==> config.mk <==
export PLATFORM = sky130hd
export DESIGN_NAME = rss_mod_unit
export DESIGN_NICKNAME = d
export VERILOG_FILES = /design/src/rtl/rotatable_stack_store_assert.svh /design/src/rtl/rss_pkg.sv /design/src/rtl/rss_mod_unit.sv
export SDC_FILE = /design/constraint.sdc
export NUM_CORES = 1
export LEC_CHECK = 0
export ABC_CLOCK_PERIOD_IN_PS = 3420
export BUFFER_PORTS_ARGS = -buffer_cell sky130_fd_sc_hd__buf_2
export CORE_ASPECT_RATIO = 0.7
export CORE_UTILIZATION = 25
export DETAILED_ROUTE_END_ITERATION = 7
export PLACE_DENSITY = 0.55
export REMOVE_ABC_BUFFERS = 1
export SYNTH_ARGS = -nofsm -noshare
export SYNTH_HDL_FRONTEND = slang
export SYNTH_SLANG_ARGS = --single-unit
==> constraint.sdc <==
create_clock -name clk_i -period 3.42 [get_ports clk_i]
set_input_delay 0.684 -clock clk_i [delete_from_list [all_inputs] [get_ports clk_i]]
set_output_delay 0.684 -clock clk_i [all_outputs]
set_load 0.02 [all_outputs]
==> src/rtl/rotatable_stack_store_assert.svh <==
// ----------------------------------------------------------------------------
// rotatable_stack_store_assert.svh
// assertion macros for the rotatable stack store, empty in synthesis
// ----------------------------------------------------------------------------
`ifndef ROTATABLE_STACK_STORE_ASSERT_SVH
`define ROTATABLE_STACK_STORE_ASSERT_SVH

`ifndef SYNTHESIS
// antecedent holds -> consequent holds in the same cycle
`define RSS_ASSERT_IMPLY(lbl, clk, rstn, ante, cons) \
  lbl: assert property (@(posedge clk) disable iff (!rstn) (ante) |-> (cons)) \
    else $error("rotatable_stack_store: assertion failed");
// antecedent holds -> consequent holds in the next cycle
`define RSS_ASSERT_NEXT(lbl, clk, rstn, ante, cons) \
  lbl: assert property (@(posedge clk) disable iff (!rstn) (ante) |=> (cons)) \
    else $error("rotatable_stack_store: assertion failed");
`else
`define RSS_ASSERT_IMPLY(lbl, clk, rstn, ante, cons)
`define RSS_ASSERT_NEXT(lbl, clk, rstn, ante, cons)
`endif

`endif

==> src/rtl/rss_pkg.sv <==
// ----------------------------------------------------------------------------
// rss_pkg
// shared types and constants of the rotatable stack store
// ----------------------------------------------------------------------------
`timescale 1ns / 1ps

package rss_pkg;

  localparam int WORD_W   = 32;
  localparam int INDEX_W  = 8;
  localparam int MAG_W    = 16;
  localparam int REQ_W    = 3;
  localparam int STATUS_W = 2;
  localparam int HELD_W   = 9;

  // request codes
  typedef enum logic [REQ_W-1:0] {
    REQ_PUSH   = 3'd0,
    REQ_POP    = 3'd1,
    REQ_READ   = 3'd2,
    REQ_WRITE  = 3'd3,
    REQ_ROTATE = 3'd4
  } req_e;

  // status codes
  typedef enum logic [STATUS_W-1:0] {
    ST_OK    = 2'd0,
    ST_EMPTY = 2'd1,
    ST_FULL  = 2'd2,
    ST_RANGE = 2'd3
  } status_e;

  // sequencer states
  typedef enum logic [2:0] {
    S_IDLE,
    S_EXEC,
    S_RDWAIT,
    S_DIV,
    S_ROT_LOAD,
    S_ROT_MOVE,
    S_RESP
  } state_e;

endpackage

==> src/rtl/rss_mod_unit.sv <==
// ----------------------------------------------------------------------------
// rss_mod_unit
// restoring remainder unit, one dividend bit per cycle
// ----------------------------------------------------------------------------
`timescale 1ns / 1ps

module rss_mod_unit import rss_pkg::*; #(
  parameter int CW = 9
) (
  input  logic              clk_i,
  input  logic              rst_ni,
  input  logic              start_i,
  input  logic [MAG_W-1:0]  dividend_i,
  input  logic [CW-1:0]     divisor_i,
  output logic              done_o,
  output logic [CW-1:0]     rem_o
);

  localparam int CNT_W = $clog2(MAG_W + 1);

  logic [CNT_W-1:0] cnt_q;
  logic             done_q;
  logic [CW-1:0]    rem_q, rem_d;
  logic [MAG_W-1:0] dvd_q;
  logic [CW:0]      shifted;
  logic [CW:0]      divisor_ext;

  // one shift and conditional subtract
  always_comb begin
    shifted     = {rem_q, dvd_q[MAG_W-1]};
    divisor_ext = {1'b0, divisor_i};
    if (shifted >= divisor_ext) begin
      rem_d = CW'(shifted - divisor_ext);
    end else begin
      rem_d = shifted[CW-1:0];
    end
  end

  // step counter and done pulse
  always_ff @(posedge clk_i or negedge rst_ni) begin
    if (!rst_ni) begin
      cnt_q  <= '0;
      done_q <= 1'b0;
    end else begin
      done_q <= 1'b0;
      if (start_i) begin
        cnt_q <= CNT_W'(MAG_W);
      end else if (cnt_q != '0) begin
        cnt_q <= cnt_q - 1'b1;
        if (cnt_q == CNT_W'(1)) begin
          done_q <= 1'b1;
        end
      end
    end
  end

  // partial remainder and dividend shift register
  always_ff @(posedge clk_i) begin
    if (start_i) begin
      rem_q <= '0;
      dvd_q <= dividend_i;
    end else if (cnt_q != '0) begin
      rem_q <= rem_d;
      dvd_q <= {dvd_q[MAG_W-2:0], 1'b0};
    end
  end

  assign done_o = done_q;
  assign rem_o  = rem_q;

endmodule

==> Implementation_results.wiki, run 1 <==
{| class="wikitable"
! Metric !! Value
|-
| Synthesized instance count || between 150 and 200
|-
| Vertical extent of the die || 74.8 um
|-
| Number of ports placed on the die boundary || 38
|-
| Inserted Clock Buffers || 5
|-
| Leading cell types in the layout, fill and taps excluded || 37 x sky130_fd_sc_hd__buf_2, 17 x sky130_fd_sc_hd__mux2_2, 16 x sky130_fd_sc_hd__edfxtp_1
|-
| Area of the mapped netlist || 1890 um2
|-
| Critical Path Sink Type || flop
|-
| Number of sinks on the clock net || 31
|-
| Unrepaired setup endpoints after global routing || no
|-
| Number of nets in the final layout || roughly 250
|-
| Core Util, Final || 0.315
|-
| Synthesized area per cell || around 11 um2
|-
| Cell internal power dissipation || roughly 1.1 mW
|-
| Critical path type || in -> reg
|-
| Post-Route WL || 4120 um
|-
| Number of DRC markers after the initial detailed-route iteration || 91
|-
| Dominant register cell in the synthesized netlist || sky130_fd_sc_hd__edfxtp_1
|-
| Final weighted congestion of routability-driven global placement || 0.763
|-
| Yosys synthesis warning count || 0
|-
| Number of vias after detailed routing || 1,436
|-
| Pin count of the biggest net entering global routing || 30
|-
| Net switching power of the design || 0.716 mW
|-
| Number of enable flip-flop cells after synthesis || 16
|-
| Number of I/O port buffers || 37
|-
| Post-synth cell types || 48
|-
| Antenna-violating nets left || 0
|-
| Flip-flop and latch count after synthesis || 31
|-
| Reg-to-reg slack, setup || 910 ps
|-
| CTS tree || done
|-
| HPWL after DPL || 3120 um
|-
| X dimension of the die || approximately 110 um
|-
| Buffer depth of the longest clock path || 2
|-
| Critical path fanouts, max || 9
|-
| TritonRoute pass-1 iters || 4
|-
| Crit-path cells || buf_2 > ha_1 > inv_1 > fa_1 > a21o_1 > a221o_1 > o21ai_4 > mux2_4 > a211oi_2
|-
| Power density over the cells || 795 nW/um2
|-
| FFs w/ async S/R, synth || 0.194
|-
| Number of hold buffers added after CTS || 0
|-
| Final period utilization || 0.736
|-
| CP startpoint kind || primary input
|-
| Cell with the largest stage delay on the worst path || sky130_fd_sc_hd__fa_1
|-
| Synth-to-Final Area Change || 21.8%
|-
| Clock power share || 0.208
|-
| Number of cell rows || 26
|-
| Leakage dissipation || 1.04 nW
|-
| Overflow left after global routing || 0
|-
| Setup TNS || 0 ps
|-
| Worst setup slack before clock tree synthesis || between 600 and 700 ps
|-
| Max_cap viols || 0
|-
| Final Max Tran Viols || 0
|-
| Insertion delay of the later-clocked pin in the worst-skew pair || 280 ps
|-
| Combinational group share of total power || 0.459
|-
| Share of the yosys chip area belonging to registers || 0.429
|-
| Outcome || finished clean
|-
| Hold Crit Class || in -> async
|-
| Placeable core area || 7320 um2
|-
| Skew final || 3.78 ps
|-
| Clk root buf || sky130_fd_sc_hd__clkbuf_8
|-
| Critical Path AT || 2730 ps
|-
| Final min period || ~2500 ps
|-
| Starting density of the core || 0.258
|-
| Cell Count, Final, Fillers Out || 312
|-
| Required @ worst endpoint || 3630 ps
|-
| CTS resizes || 0
|-
| Number of hold violations in the final report || 0
|-
| Initial antenna violation count || 0
|-
| CTS HTree Levels || 2
|-
| Wire length of the first global-routing pass || 6620 um
|-
| Slew of the pin with the lowest slew margin || 896 ps
|-
| Antenna cell count || 0
|-
| Area of the die || 7920 um2
|-
| Largest vdd supply drop || 0.000219 V
|-
| Register clock-pin slew on the reported worst setup and hold paths || approximately 70 ps
|-
| Switching power share of the total || 0.391
|-
| Most common cell after layout, fill and taps aside || sky130_fd_sc_hd__buf_2
|-
| Number of filler instances in the final layout || 788
|-
| Peak Freq || 397 MHz
|-
| Rel. slew slack || 0.401
|-
| Overall Global Routing Usage || 0.108
|-
| Biggest cell delay along the critical path || 390 ps
|-
| Via count of the first global-routing pass || 1,275
|-
| Final setup violation count || 0
|-
| Total power consumption of the routed design || 1.83 mW
|-
| Register share of total power || 0.333
|-
| Fraction of final layout cells sized beyond drive strength 1 || 0.355
|-
| Average wire per standard cell || 13.2 um
|-
| Residual DRC || 0
|-
| Worst path setup slack after routing || 903 ps
|-
| Post-CTS Setup Repair Bufs || 0
|-
| Per-cell via count in the routed design || 4.60
|-
| Total instance count after detailed placement || 304
|}
==> critical path: cells and delay by family <==
kind	cells	cell delay [ps]
muxes	1	330
adders and majority gates	2	540
AOI/OAI and AO/OA	4	1040
buffers and inverters	2	130
==> power by group through the flow <==
stage | sequential (mW) | combinational, mW | clock, mW
floorplan | 0.644 | 0.595 | 0
global placement | 0.618 | 0.828 | 0
detailed placement | 0.619 | 0.835 | 0
CTS | 0.612 | 0.842 | 0.387
global route | 0.627 | 0.934 | 0.407
finish | 0.609 | 0.841 | 0.381
==> synthesized netlist by cell type (all sizes together), types with 2 or more instances <==
cell | number | area [um2]
nand3b | 3 | 22.5
a21o | 4 | 31.3
ha | 12 | 150
nor3 | 4 | 20.0
o21ai | 4 | 31.3
nor2 | 15 | 56.3
o311ai | 2 | 35.0
clkbuf | 2 | 7.51
nand3 | 3 | 20.0
dfrtp | 6 | 150
a221o | 2 | 20.0
mux2 | 18 | 206
xnor2 | 4 | 35.0
a21oi | 9 | 45.0
buf | 3 | 12.5
nand2 | 11 | 41.3
and3 | 3 | 20.0
xor2 | 2 | 17.5
dfxtp | 9 | 180
a311oi | 4 | 47.6
a211oi | 5 | 52.6
edfxtp | 16 | 480
inv | 15 | 56.3
mux2i | 2 | 20.0
==> sequential cells by signal, indices dropped and copies added, names as in the netlist <==
signal,flops
done_o,1
rem_o,9
dvd_q,16
cnt_q,5
==> per-stage QoR <==
step | hold WS [ps] | cell area, um2
6_report | 217 | 2300
5_1_grt | 211 | 2300
4_1_cts | 211 | 2300
3_5_place_dp | 522 | 2190
3_3_place_gp | 519 | 2190
2_1_floorplan | 388 | 1870
==> layer usage <==
| layer | vias to the layer above | routed length (um) | GRT usage |
|---|---|---|---|
| met3 | 2 | 246 | 0.0346 |
| met2 | 34 | 1510 | 0.131 |
| met4 | 0 | 19 | 0.0231 |
| li1 | 724 | - | - |
| met5 | - | 0 | 0 |
| met1 | 676 | 2340 | 0.176 |
==> layout make-up <==
cell class | count | area [um2] | share of cell area
clock inverters | 2 | 35.0 | 0.0152
clock buffers | 6 | 82.6 | 0.0359
flip-flops and latches | 31 | 811 | 0.352
inverters | 15 | 56.3 | 0.0244
multi-input cells | 122 | 1000 | 0.436
well taps | 98 | 123 | 0.0532
repair buffers | 38 | 193 | 0.0837
==> cell families (layout without fill, tap and decap cells) <==
logic type                 after synthesis  in the layout  share of synthesized area
and+or+nand+nor                         47             47                      0.128
AOI/OAI and AO/OA                       36             36                      0.165
DFF                                     31             31                      0.429
muxes                                   20             20                      0.120
buffers and inverters                   20             61                     0.0404
adders and majority gates               13             13                     0.0900
xor gates and xnor gates                 6              6                     0.0278
==> worst paths after layout <==
path	end	from	cells past startpoint
max in group asynchronous	done_o$_DFF_PN0_	rst_ni	1
min in group clk_i	rem_o[2]$_SDFFE_PP0P_	rem_o[1]$_SDFFE_PP0P_	2
setup / recovery	rem_o[0]$_SDFFE_PP0P_	divisor_i[0]	9
hold / removal	cnt_q[4]$_DFFE_PN0P_	rst_ni	1
setup reg to reg	rem_o[0]$_SDFFE_PP0P_	dvd_q[15]$_DFFE_PP_	9
hold reg to reg	rem_o[2]$_SDFFE_PP0P_	rem_o[1]$_SDFFE_PP0P_	2
Note: power is estimated with default switching activity, not from simulation.
==> inputs of run 2 (changes only) <==
--- a/config.mk
+++ b/config.mk
@@ -5,12 +5,13 @@
 export SDC_FILE = /design/constraint.sdc
 export NUM_CORES = 1
 export LEC_CHECK = 0
-export ABC_CLOCK_PERIOD_IN_PS = 3420
+export ABC_AREA = 1
+export ABC_CLOCK_PERIOD_IN_PS = 2200
 export BUFFER_PORTS_ARGS = -buffer_cell sky130_fd_sc_hd__buf_2
 export CORE_ASPECT_RATIO = 0.7
 export CORE_UTILIZATION = 25
 export DETAILED_ROUTE_END_ITERATION = 7
-export PLACE_DENSITY = 0.55
+export PLACE_DENSITY = 0.56
 export REMOVE_ABC_BUFFERS = 1
 export SYNTH_ARGS = -nofsm -noshare
 export SYNTH_HDL_FRONTEND = slang
==> constraint.sdc (replaced) <==
create_clock -name clk_i -period 2.2 [get_ports clk_i]
set_input_delay 0.44 -clock clk_i [delete_from_list [all_inputs] [get_ports clk_i]]
set_output_delay 0.44 -clock clk_i [all_outputs]
set_load 0.02 [all_outputs]
==> run 2 against run 1 <==
Compared with the run above:
- die area grew 1.6%
- final area rose by 0.43%
- clock power grew 17%
- clock-buffer cell count rose by 1
- register-to-register slack worse by 700 ps
- largest power group unchanged
==> Implementation_results.wiki, run 2 <==
{| class="wikitable"
! Metric !! Value
|-
| Outcome || finished clean
|-
| CTS resizes || 0
|-
| Post-CTS Setup Repair Bufs || 0
|-
| Standard cell area after detailed placement || 2210 um2
|-
| Number of vias after detailed routing || about 1,700
|-
| Dominant register cell in the synthesized netlist || sky130_fd_sc_hd__edfxtp_1
|-
| Synthesized area per cell || approximately 7.6 um2
|-
| Slew of the pin with the lowest slew margin || between 700 and 800 ps
|-
| TritonRoute pass-1 iters || 4
|-
| Number of I/O port buffers || 37
|-
| Peak Freq || 504 MHz
|-
| Antenna cell count || 0
|-
| Skew final || 8.54 ps
|-
| Commonest cells post-synth || 95 x sky130_fd_sc_hd__nand2_1, 40 x sky130_fd_sc_hd__inv_1, 25 x sky130_fd_sc_hd__nand3_1
|-
| Top-count cell post-synth || sky130_fd_sc_hd__nand2_1
|-
| Leading cell types by total area after synthesis || sky130_fd_sc_hd__edfxtp_1 25%, sky130_fd_sc_hd__nand2_1 19%, sky130_fd_sc_hd__dfxtp_1 9.4%, sky130_fd_sc_hd__dfrtp_1 7.8%, sky130_fd_sc_hd__ha_1 7.8%
|-
| Most common cell after layout, fill and taps aside || sky130_fd_sc_hd__nand2_1
|-
| Number of hold buffers added after CTS || 1
|-
| Final min period || 1990 ps
|-
| Share of the yosys chip area belonging to registers || 0.422
|-
| Largest vdd supply drop || 0.000329 V
|-
| Register clock-pin slew on the reported worst setup and hold paths || 60 ps
|-
| Final weighted congestion of routability-driven global placement || 0.830
|-
| Number of DRC markers after the initial detailed-route iteration || 103
|-
| Required @ worst endpoint || 2410 ps
|-
| Max_cap viols || 0
|-
| Average wire per standard cell || 10.6 um
|-
| Antenna-violating nets left || 0
|-
| Synthesized instance count || 254
|-
| Setup TNS || 0 ps
|-
| Overflow left after global routing || 0
|-
| Post-Route WL || around 4200 um
|-
| Fraction of final layout cells sized beyond drive strength 1 || 0.189
|-
| Power density over the cells || 1210 nW/um2
|-
| Initial antenna violation count || 0
|-
| X dimension of the die || 107 um
|-
| Reg with most FFs || dvd_q
|-
| Leakage dissipation || 1.25 nW
|-
| Yosys synthesis warning count || 0
|-
| Final period utilization || 0.903
|-
| Number of cell rows || 26
|-
| Rel. slew slack || 0.483
|-
| Pin count of the biggest net entering global routing || 22
|-
| Final Max Tran Viols || 0
|-
| Critical path fanouts, max || 11
|-
| Area of the die || 8050 um2
|-
| Number of nets in the final layout || 337
|-
| Post-synth cell types || 28
|-
| Top-area cell type share of the netlist area || 0.250
|-
| Residual DRC || 0
|-
| Unrepaired setup endpoints after global routing || no
|-
| Synth-to-Final Area Change || 20.4%
|-
| CTS HTree Levels || 2
|-
| Inserted Clock Buffers || 5
|-
| Flip-flop and latch count after synthesis || 31
|-
| FFs w/ async S/R, synth || 0.194
|-
| Critical Path AT || roughly 2200 ps
|-
| Number of ports placed on the die boundary || 38
|-
| Number of enable flip-flop cells after synthesis || 16
|-
| Post-route cell area || 2310 um2
|-
| Critical path type || reg -> reg
|-
| HPWL after DPL || 3280 um
|-
| CP startpoint kind || flop
|-
| Critical Path Sink Type || flop
|-
| Area of the mapped netlist || 1920 um2
|-
| Overall Global Routing Usage || 0.111
|-
| Final setup violation count || 0
|-
| Via count of the first global-routing pass || 1,415
|-
| Leading cell types in the layout, fill and taps excluded || 95 x sky130_fd_sc_hd__nand2_1, 40 x sky130_fd_sc_hd__inv_1, 37 x sky130_fd_sc_hd__buf_2
|-
| Insertion delay of the later-clocked pin in the worst-skew pair || about 270 ps
|-
| Number of hold violations in the final report || 0
|-
| Wire length of the first global-routing pass || 6830 um
|-
| Starting density of the core || 0.261
|-
| Vertical extent of the die || 75.4 um
|-
| CTS tree || done
|-
| Number of sinks on the clock net || 31
|-
| Number of flip-flops under the largest register name || 16
|-
| Buffer depth of the longest clock path || 2
|-
| Placeable core area || 7350 um2
|-
| Per-cell via count in the routed design || 4.21
|-
| Clk root buf || sky130_fd_sc_hd__clkbuf_8
|-
| Hold Crit Class || in -> reg
|-
| Area leader, netlist || sky130_fd_sc_hd__edfxtp_1
|}
## run 2: cell types whose count changed in the layout (fill, tap and decap cells not counted), moves of 3 or more
cell,change
sky130_fd_sc_hd__a211oi_2,-3
sky130_fd_sc_hd__mux2_2,-17
sky130_fd_sc_hd__nand2_2,+3
sky130_fd_sc_hd__a21o_1,-3
sky130_fd_sc_hd__nand2_1,+84
sky130_fd_sc_hd__nand3_1,+23
sky130_fd_sc_hd__inv_1,+25
sky130_fd_sc_hd__nand3_2,+3
sky130_fd_sc_hd__nor2_1,-6
## run 2: per-layer routing
metal / share of wire / vias to the layer above / routed length [um] / GRT usage
met4: 0 / 0 / 0 / 0.0137
met5: 0 / - / 0 / 0
li1: - / 888 / - / -
met1: 0.54 / 738 / 2240 / 0.165
met2: 0.39 / 36 / 1650 / 0.150
met3: 0.071 / 0 / 296 / 0.0496
## run 2: cell families (layout without fill, tap and decap cells)
kind of cell | Yosys count | after routing | share of synthesized area
AND/OR/NAND/NOR | 144 | 144 | 0.327
buffers and inverters | 46 | 89 | 0.0990
flip-flops | 31 | 31 | 0.422
AO/OA/AOI/OAI | 17 | 17 | 0.0495
adder cells (fa/ha/maj) | 13 | 13 | 0.0885
XOR/XNOR | 3 | 3 | 0.0137
## run 2: final cells by class
cell class,instances,area [um2]
clock inverter,1,5.00
clock buffer,7,86.3
fill,826,5040
sequential,31,811
tap,98,123
multi-input combinational,177,921
timing repair buffer,41,218
inverter,40,150
## run 2: final timing paths
| check | startpoint | to | slack (ps) | cells after the start |
|---|---|---|---|---|
| setup / recovery | dvd_q[15]$_DFFE_PP_ | rem_o[5]$_SDFFE_PP0P_ | 210 | 11 |
| hold / removal | dividend_i[0] | dvd_q[0]$_SDFFCE_PN0P_ | 420 | 3 |
| setup reg to reg | dvd_q[15]$_DFFE_PP_ | rem_o[5]$_SDFFE_PP0P_ | 210 | 11 |
| hold reg to reg | cnt_q[3]$_DFFE_PN0P_ | cnt_q[3]$_DFFE_PN0P_ | 480 | 1 |
| max in group asynchronous | rst_ni | cnt_q[0]$_DFFE_PN0P_ | 1520 | 2 |
| min in group asynchronous | rst_ni | cnt_q[3]$_DFFE_PN0P_ | 530 | 2 |
## run 2: critical path, cell delays in order (launching register included)
cell and delay, ps:
sky130_fd_sc_hd__edfxtp_1 360, sky130_fd_sc_hd__inv_1 90, sky130_fd_sc_hd__ha_1 140, sky130_fd_sc_hd__inv_1 70, sky130_fd_sc_hd__fa_1 420, sky130_fd_sc_hd__nand2_1 140
sky130_fd_sc_hd__nand3_2 90, sky130_fd_sc_hd__nand2_2 200, sky130_fd_sc_hd__nand2_2 150, sky130_fd_sc_hd__nand3_1 100, sky130_fd_sc_hd__nand3_1 80, sky130_fd_sc_hd__nand2_1 70
## run 2: per-stage QoR
step	cells	hold WS [ps]	total power, mW	setup WS, ps	util
floorplan	248	144	1.98	242	-
global placement	386	275	2.36	177	0.301
detailed placement	386	274	2.37	144	0.301
CTS	395	416	2.83	194	0.315
global route	395	421	3.08	20.5	0.315
finish	395	423	2.80	214	0.315
## run 2: report_power, final
part	total [mW]	internal, mW	switching [mW]
combinational	1.41	0.543	0.866
clock	0.444	0.252	0.192
sequential	0.945	0.810	0.134
==> inputs of run 3 (changes only) <==
--- a/config.mk
+++ b/config.mk
@@ -11,7 +11,7 @@
 export CORE_ASPECT_RATIO = 0.7
 export CORE_UTILIZATION = 25
 export DETAILED_ROUTE_END_ITERATION = 7
-export PLACE_DENSITY = 0.56
+export PLACE_DENSITY = 0.48
 export REMOVE_ABC_BUFFERS = 1
 export SYNTH_ARGS = -nofsm -noshare
 export SYNTH_HDL_FRONTEND = slang
==> run 3 against run 2 <==
Compared with the run above:
- clock skew about the same
- clock power decreased by 4.7%
- clock-buffer cell count decreased by 1
- die area unchanged
- final cell count increased by 0.51%
- register-to-register slack improved by 40 ps
- via count decreased by 0.18%
- final area increased by 0.97%
- global-route usage increased by 0.51 points
- critical path type unchanged
==> Implementation_results.wiki, run 3 (synthesis gave the netlist of run 2 again) <==
{| class="wikitable"
! Metric !! Value
|-
| Final period utilization || 0.884
|-
| Initial antenna violation count || 0
|-
| Per-cell via count in the routed design || 4.18
|-
| Hold Crit Class || in -> reg
|-
| Number of cells on the worst hold path || 3
|-
| Final setup violation count || 0
|-
| CTS HTree Levels || 2
|-
| Buffers plus inverters on the worst setup path || 2
|-
| Cell Count, Final, Fillers Out || 397
|-
| Number of flip-flops under the largest register name || 16
|-
| Antenna-violating nets left || 0
|-
| Via count of the first global-routing pass || 1,397
|-
| Rel. slew slack || 0.690
|-
| Crit-path cells || inv_1 > ha_1 > inv_1 > fa_1 > nand2_1 > nand3_2 > nand2_4 > nand2_2 > nand2_1 > nand3_1 > o21ai_0
|-
| Leakage dissipation || 1.27 nW
|-
| Starting density of the core || 0.261
|-
| CP startpoint kind || flop
|-
| Buffer depth of the longest clock path || 2
|-
| Post-CTS Setup Repair Bufs || 0
|-
| Critical path type || reg -> reg
|-
| Crit path max-delay family || simple AND/OR/NAND/NOR gates
|-
| Vertical extent of the die || 75.4 um
|-
| Fraction of final layout cells sized beyond drive strength 1 || 0.191
|-
| Net switching power of the design || 1.22 mW
|-
| Cell internal power dissipation || about 1.6 mW
|-
| Depth of the worst register-to-register path || 11
|-
| Max_cap viols || 0
|-
| Overall Global Routing Usage || 0.117
|-
| Pin count of the biggest net entering global routing || 16
|-
| Number of hold violations in the final report || 0
|-
| Number of ports placed on the die boundary || 38
|-
| Number of filler instances in the final layout || 824
|-
| Inserted Clock Buffers || 5
|-
| Biggest cell delay along the critical path || 430 ps
|-
| Critical path fanouts, max || 11
|-
| Final weighted congestion of routability-driven global placement || 0.828
|-
| Number of DRC markers after the initial detailed-route iteration || 104
|-
| Insertion delay of the later-clocked pin in the worst-skew pair || 280 ps
|-
| Skew final || 8.47 ps
|-
| Reg with most FFs || dvd_q
|-
| Cell with the largest stage delay on the worst path || sky130_fd_sc_hd__fa_1
|-
| Power density over the cells || 1210 nW/um2
|-
| Post-Route WL || 4330 um
|-
| Register clock-pin slew on the reported worst setup and hold paths || 60 ps
|-
| HPWL after DPL || roughly 3300 um
|-
| Total instance count after detailed placement || between 300 and 400
|-
| Number of nets in the final layout || approximately 340
|-
| Setup TNS || 0 ps
|-
| Slew of the pin with the lowest slew margin || 465 ps
|-
| Clock power share || 0.150
|-
| Unrepaired setup endpoints after global routing || no
|-
| X dimension of the die || 107 um
|-
| Final Max Tran Viols || 0
|-
| Combinational group share of total power || 0.516
|-
| Area taken by multi-input logic gates || 926 um2
|-
| Wire length of the first global-routing pass || 7020 um
|-
| Residual DRC || 0
|-
| Number of I/O port buffers || 37
|-
| Final min period || 1950 ps
|-
| Number of vias after detailed routing || 1,659
|-
| Required @ worst endpoint || approximately 2400 ps
|-
| Overflow left after global routing || 0
|-
| Register share of total power || 0.334
|-
| Area of the die || 8050 um2
|-
| Synth-to-Final Area Change || 21.5%
|-
| Largest vdd supply drop || 0.000295 V
|-
| TritonRoute pass-1 iters || 5
|-
| Average wire per standard cell || ~11 um
|-
| Peak Freq || 514 MHz
|-
| Clk root buf || sky130_fd_sc_hd__clkbuf_8
|-
| Antenna cell count || 0
|-
| Placeable core area || 7350 um2
|-
| Number of sinks on the clock net || 31
|-
| Outcome || finished clean
|-
| Most common cell after layout, fill and taps aside || sky130_fd_sc_hd__nand2_1
|-
| Sequential cell area || 811 um2
|-
| Critical Path Sink Type || flop
|-
| CTS tree || done
|-
| Number of cell rows || 26
|-
| Instance count on the critical path || 11
|-
| Switching power share of the total || 0.433
|-
| Critical Path AT || between 2000 and 2500 ps
|-
| Leading cell types in the layout, fill and taps excluded || 95 x sky130_fd_sc_hd__nand2_1, 40 x sky130_fd_sc_hd__inv_1, 37 x sky130_fd_sc_hd__buf_2
|}
-- run 3: worst reg2reg max path, delay by kind of cell, from the launching register on --
family	cells	cell delay (ps)
flops	1	370
buf+inv	2	170
compound gates	1	80
fa+ha+maj	2	570
simple gates	6	690
-- run 3: what timing repair did --
| item | in CTS | in global routing |
|---|---|---|
| hold buffers | 1 | 0 |
| hold endpoints to repair | 6 | 0 |
| gates resized for setup | 0 | 1 |
| setup endpoints to repair | 0 | 4 |
-- run 3: power by group through the flow --
stage	clock, mW	sequential (mW)	combinational [mW]
after detailed placement	0	0.958	1.45
after floorplan	0	1.01	0.967
after global routing	0.469	0.970	1.66
after CTS	0.442	0.950	1.46
after global placement	0	0.955	1.46
final	0.423	0.942	1.46
-- run 3: area by class of cell --
class / instances / area share
multi-input combinational: 177 / 0.396
tap: 98 / 0.0525
sequential: 31 / 0.347
inverter: 40 / 0.0643
clock inverter: 2 / 0.00375
timing repair buffer: 43 / 0.105
clock buffer: 6 / 0.0311
-- run 3: routing by layer --
| layer | up-vias | wire length [um] | global-route usage | share of wire |
|---|---|---|---|---|
| met1 | 731 | 2450 | 0.190 | 0.56 |
| met4 | 0 | 21 | 0.0365 | 0.0048 |
| met5 | - | 0 | 0 | 0 |
| met2 | 38 | 1550 | 0.134 | 0.36 |
| li1 | 888 | - | - | - |
| met3 | 2 | 308 | 0.0385 | 0.071 |
-- run 3: final timing paths --
| kind | startpoint | slack [ps] | endpoint |
|---|---|---|---|
| setup reg to reg | dvd_q[15]$_DFFE_PP_ | 250 | rem_o[4]$_SDFFE_PP0P_ |
| hold / removal | dividend_i[0] | 420 | dvd_q[0]$_SDFFCE_PN0P_ |
| min in group asynchronous | rst_ni | 510 | cnt_q[3]$_DFFE_PN0P_ |
| setup / recovery | dvd_q[15]$_DFFE_PP_ | 250 | rem_o[4]$_SDFFE_PP0P_ |
| hold reg to reg | cnt_q[3]$_DFFE_PN0P_ | 500 | cnt_q[3]$_DFFE_PN0P_ |
| max in group asynchronous | rst_ni | 1530 | cnt_q[2]$_DFFE_PN0P_ |
-- run 3: through the flow --
step                power [mW]  hold slack, ps  instance area, um2   util  worst slack (ps)
floorplan                 1.98             144                1880      -               242
global placement          2.41             278                2240  0.305               149
detailed placement        2.41             277                2240  0.305               123
CTS                       2.85             415                2330  0.317               171
global route              3.10             426                2340  0.318              56.1
finish                    2.82             425                2340  0.318               254
